==> config.mk <==
export PLATFORM = sky130hd
export DESIGN_NAME = tkmh_ctrl
export DESIGN_NICKNAME = d
export VERILOG_FILES = /design/src/rtl/tkmh_pkg.sv /design/src/rtl/tkmh_ctrl.sv
export SDC_FILE = /design/constraint.sdc
export NUM_CORES = 1
export LEC_CHECK = 0
export ABC_AREA = 1
export BUFFER_PORTS_ARGS = -buffer_cell sky130_fd_sc_hd__buf_4
export CAP_MARGIN = 20
export CORE_AREA = 2 2 39 41
export CTS_CLUSTER_DIAMETER = 50
export CTS_CLUSTER_SIZE = 20
export DETAILED_ROUTE_END_ITERATION = 10
export DIE_AREA = 0 0 41 43
export PLACE_DENSITY_LB_ADDON = 0.08
export SLEW_MARGIN = 20
export SYNTH_ARGS = -nofsm -noshare
export SYNTH_HDL_FRONTEND = slang
export SYNTH_SLANG_ARGS = --single-unit
==> constraint.sdc <==
create_clock -name clk_i -period 1.2 [get_ports clk_i]
set_input_delay 0.24 -clock clk_i [delete_from_list [all_inputs] [get_ports clk_i]]
set_output_delay 0.24 -clock clk_i [all_outputs]
set_load 0.005 [all_outputs]
==> src/rtl/tkmh_pkg.sv <==
// Shared types and constants for the bounded top-k min-heap.
// Used by tkmh_ctrl, tkmh_datapath and top_k_min_heap; depends on nothing.
`default_nettype none

package tkmh_pkg;

  // Heap capacity; one extra slot holds a record between append and removal.
  localparam int CAPACITY = 64;
  localparam int SLOTS    = CAPACITY + 1;
  localparam int ADDR_W   = $clog2(SLOTS);
  localparam int CNT_W    = 7;
  localparam int K_W      = 7;
  localparam logic [K_W-1:0] K_RESET = 7'd10;

  localparam logic FUNC_INSERT = 1'b0;
  localparam logic FUNC_DELETE = 1'b1;

  typedef struct packed {
    logic               func;
    logic signed [31:0] new_score;
    logic        [31:0] new_payload;
  } tkmh_in_t;

  typedef struct packed {
    logic               accepted;
    logic signed [31:0] min_score;
    logic        [31:0] min_payload;
    logic [CNT_W-1:0]   count;
    logic               is_empty;
  } tkmh_out_t;

  // One heap entry.
  typedef struct packed {
    logic signed [31:0] score;
    logic        [31:0] tag;
  } tkmh_rec_t;

  // Commands from the controller to the datapath, one per controller step.
  typedef struct packed {
    logic take;     // latch the item and run the accept test
    logic up_chk;   // sift up: write at root or read the parent
    logic up_cmp;   // sift up: move parent down or place the record
    logic rm;       // remove root: shrink count, read the last entry
    logic dn_load;  // sift down: last entry becomes the moving record
    logic dn_chk;   // sift down: read left child or place the record
    logic dn_rdl;   // sift down: hold left child, read right child
    logic dn_rdr;   // sift down: pick the smallest, move it up or place
  } tkmh_cmd_t;

  // Status from the datapath to the controller.
  typedef struct packed {
    logic ins_go;     // the presented insert enters the heap
    logic pos_zero;   // moving position is the root
    logic parent_gt;  // parent score is above the moving record
    logic need_rm;    // root must be removed for this item
    logic left_in;    // left child lies inside the heap
    logic best_moves; // a child is smaller than the moving record
  } tkmh_sts_t;

endpackage

`default_nettype wire

==> src/rtl/tkmh_ctrl.sv <==
// Controller state machine for the top-k min-heap: sequences insert,
// sift up, root removal and sift down. Depends on tkmh_pkg.
`default_nettype none

module tkmh_ctrl
  import tkmh_pkg::*;
(
  input  wire logic      clk_i,
  input  wire logic      rst_ni,
  input  wire logic      start,
  output logic           busy,
  output logic           done_o,
  input  wire tkmh_sts_t sts_i,
  output tkmh_cmd_t      cmd_o
);

  localparam logic [3:0] S_IDLE    = 4'd0;
  localparam logic [3:0] S_UP_CHK  = 4'd1;
  localparam logic [3:0] S_UP_CMP  = 4'd2;
  localparam logic [3:0] S_TRIM    = 4'd3;
  localparam logic [3:0] S_RM      = 4'd4;
  localparam logic [3:0] S_DN_LOAD = 4'd5;
  localparam logic [3:0] S_DN_CHK  = 4'd6;
  localparam logic [3:0] S_DN_RDL  = 4'd7;
  localparam logic [3:0] S_DN_RDR  = 4'd8;
  localparam logic [3:0] S_RESULT  = 4'd9;

  logic [3:0] state_q, state_d;

  always_ff @(posedge clk_i or negedge rst_ni) begin
    if (!rst_ni) begin
      state_q <= S_IDLE;
    end else begin
      state_q <= state_d;
    end
  end

  always_comb begin
    state_d = state_q;
    unique case (state_q)
      S_IDLE: begin
        if (start) begin
          state_d = sts_i.ins_go ? S_UP_CHK : S_TRIM;
        end
      end
      S_UP_CHK:  state_d = sts_i.pos_zero ? S_TRIM : S_UP_CMP;
      S_UP_CMP:  state_d = sts_i.parent_gt ? S_UP_CHK : S_TRIM;
      S_TRIM:    state_d = sts_i.need_rm ? S_RM : S_RESULT;
      S_RM:      state_d = S_DN_LOAD;
      S_DN_LOAD: state_d = S_DN_CHK;
      S_DN_CHK:  state_d = sts_i.left_in ? S_DN_RDL : S_RESULT;
      S_DN_RDL:  state_d = S_DN_RDR;
      S_DN_RDR:  state_d = sts_i.best_moves ? S_DN_CHK : S_RESULT;
      S_RESULT:  state_d = S_IDLE;
      default:   state_d = S_IDLE;
    endcase
  end

  assign busy   = (state_q != S_IDLE);
  assign done_o = (state_q == S_RESULT);

  assign cmd_o.take    = (state_q == S_IDLE) && start;
  assign cmd_o.up_chk  = (state_q == S_UP_CHK);
  assign cmd_o.up_cmp  = (state_q == S_UP_CMP);
  assign cmd_o.rm      = (state_q == S_RM);
  assign cmd_o.dn_load = (state_q == S_DN_LOAD);
  assign cmd_o.dn_chk  = (state_q == S_DN_CHK);
  assign cmd_o.dn_rdl  = (state_q == S_DN_RDL);
  assign cmd_o.dn_rdr  = (state_q == S_DN_RDR);

endmodule

`default_nettype wire

==> summary.txt <==
Die
  – Number of top-level pins: 19
  – Initial Utilization: 26.2%
  – Die area: 1760 sq um
  – Die Height: 43 microns
  – Core Box Area: 1380 sq um
  – FP Rows: 14
  – Width of the die: 41 microns

Flow run
  – Number of max-cap violations: 0

Route
  – DR vias: 460
  – DRC errors left: 0
  – Drt via density: 4.34
  – WL final: 1040 microns
  – DRT iter0 DRCs: 1
  – DR top layer: met3
  – Antenna Violating Nets Remaining: 0
  – WL met3: 39 microns
  – Met1 Wirelength: 461 microns
  – First-pass iteration count of the detailed router: 2
  – Metal2 WL: 535 microns
  – Wire per inst: 9.77 microns

Run status
  – Failing checks: setup timing
  – Outcome: finished, violations left

STA
  – Final WS setup: -214 ps
  – Rel. slew slack: 85.0%
  – Final period util: 118%
  – Fin Setup TNS: -1800 ps
  – Fmax: 0.707 GHz
  – Hold_ws: 258 ps
  – Worst clock skew: 6.62 ps
  – Finish-stage setup viols: 13
  – Final Max Tran Viols: 0
  – RSZ-0062 raised after global routing: true
  – Final min period: 1410 ps
  – Worst-Margin Slew: 224 ps
  – Final Hold Viols: 0

Critical path
  – Critical Path RT: 960 ps
  – Critical Path Start Type: flop
  – Max incr delay on CP: 410 ps
  – Crit path DAT: 1170 ps
  – CP Capture Type: output port
  – Crit path max fanout: 8
  – Slowest CP cell: dfrtp_1
  – Kind of critical path: flop to output port
  – CP bufs+invs: 2
  – CP cell instances: buf_12 -> nor3_2 -> buf_4
  – Family with the most delay on the worst path: flip-flops

Global route
  – GRT Total Usage: 14.0%
  – Gr ovfl total: 0
  – Antenna violations before repair: 0
  – Pin count of the biggest net entering global routing: 9
  – Global-route wire length before repair: 1680 microns
  – Vias in the first global route: 429

Yosys
  – Seq/Total Area, Yosys: 27.6%
  – Ys async rst share: 100%
  – EDFF count, synth: 0
  – Synthesized instance count: 58
  – #FFs+latches synth: 4
  – Syn nets: 67
  – Syn Area/Cell: 6.26 sq um
  – Synth Cell Area: 363 sq um
  – Synth top area cells: dfrtp_1 28%, nand3_1 11%, inv_1 9.3%
  – Synth top cells by count: 9 x inv_1, 9 x nand2_1, 8 x nand3_1, 8 x nor2_1
  – Ys Warns: 0
  – Biggest area consumer among synthesized cells: dfrtp_1
  – Top FF cell, synth: dfrtp_1
  – Netlist cell types: 18
  – Post-synth top area share: 27.6%

CTS
  – CTS Root Cell: clkbuf_4
  – CTS clock-pin slew for the worst setup and hold paths: 40 ps
  – Worst skew pair latency: 230 ps
  – Sink Count: 4
  – Clock Path Buffers: 2
  – CTS tree: done
  – Num CTS Buffers: 3
  – H-tree depth: 1

Power
  – Leakage: 0.385 nW
  – Tot Pwr: 0.00172 W
  – Maximum vdd drop: 0.900 mV
  – PD cells: 2530 nW/um^2

Layout
  – Synthesis-to-layout area growth: 87.6%
  – Share of cells above drive strength 1: 56.7%
  – Largest registers: state_q x4
  – Final std cells w/o fill: 106
  – Fin nets: 101
  – Most flops, register: state_q
  – Ant diodes: 0
  – Largest register FFs: 4

Place
  – Dpl hpwl: 860 microns
  – Placed insts: 99
  – GPL Wtd Cong: 0.752
  – Place WS: -14.9 ps
  – # port buffers: 18

Worst hold path
  – Worst hold path class: primary input to flop
==> worst min-delay path, delay by kind of cell <==
kind | cells | cell delay [ps]
buf+inv | 1 | 90
simple gates | 2 | 130
==> routing by layer <==
metal | vias to the layer above | GRT usage [%]
met2 | 10 | 22.2
met4 | 0 | 2.00
met1 | 203 | 17.2
met5 | - | 0
met3 | 0 | 6.28
li1 | 247 | -
==> power breakdown <==
part	total (W)	switching [W]	internal, W	leakage, nW
sequential	0.000306	0.000100	0.000205	0.0478
clock	0.000164	0.0000527	0.000112	0.0138
combinational	0.00125	0.000580	0.000671	0.324
==> final cells by class <==
cell class	count	area [sq um]
repair buffers	30	251
flip-flops and latches	4	103
well taps	16	20.0
inverters	13	48.8
fillers	166	703
multi-input cells	40	235
clock buffers	3	22.5
==> final timing paths <==
kind	start	cells after the start	endpoint	slack, ps
max reg2reg	state_q[3]	7	state_q[1]	-40
min	start	3	state_q[0]	260
min in group asynchronous	rst_ni	2	state_q[3]	340
min reg2reg	state_q[3]	4	state_q[3]	750
max	state_q[0]	3	cmd_o[2]	-210
max in group asynchronous	rst_ni	2	state_q[2]	740
==> through the flow <==
step / utilization, % / instance area (sq um)
after global routing: 49.2 / 681
after global placement: 41.9 / 579
after detailed placement: 41.9 / 579
final: 49.2 / 681
after CTS: 48.5 / 671
after floorplan: - / 363
==> cell usage in the layout, fill, tap and decap left out, drive strengths merged, types with 2 or more instances in the layout <==
| master | n |
|---|---|
| inv | 13 |
| nor3 | 3 |
| or2 | 2 |
| clkbuf | 3 |
| nand3 | 8 |
| dfrtp | 4 |
| nor2 | 12 |
| nand2 | 10 |
| buf | 29 |
==> timing repair <==
item,4_1_cts,5_1_grt
pin swaps,5,0
endpoints found under the setup margin,11,14
hold endpoints to repair,4,0
setup buffers,3,0
hold buffers,1,0
gates resized for setup,10,4
==> cell families (layout without fill, tap and decap cells) <==
group                  Yosys count  in the layout  share of synthesized area (%)
AO/OA/AOI/OAI                    2              2                           2.76
buffers and inverters           14             46                           16.5
flip-flops                       4              4                           27.6
AND/OR/NAND/NOR                 38             38                           53.1
Power figures use the tool's default switching activity.
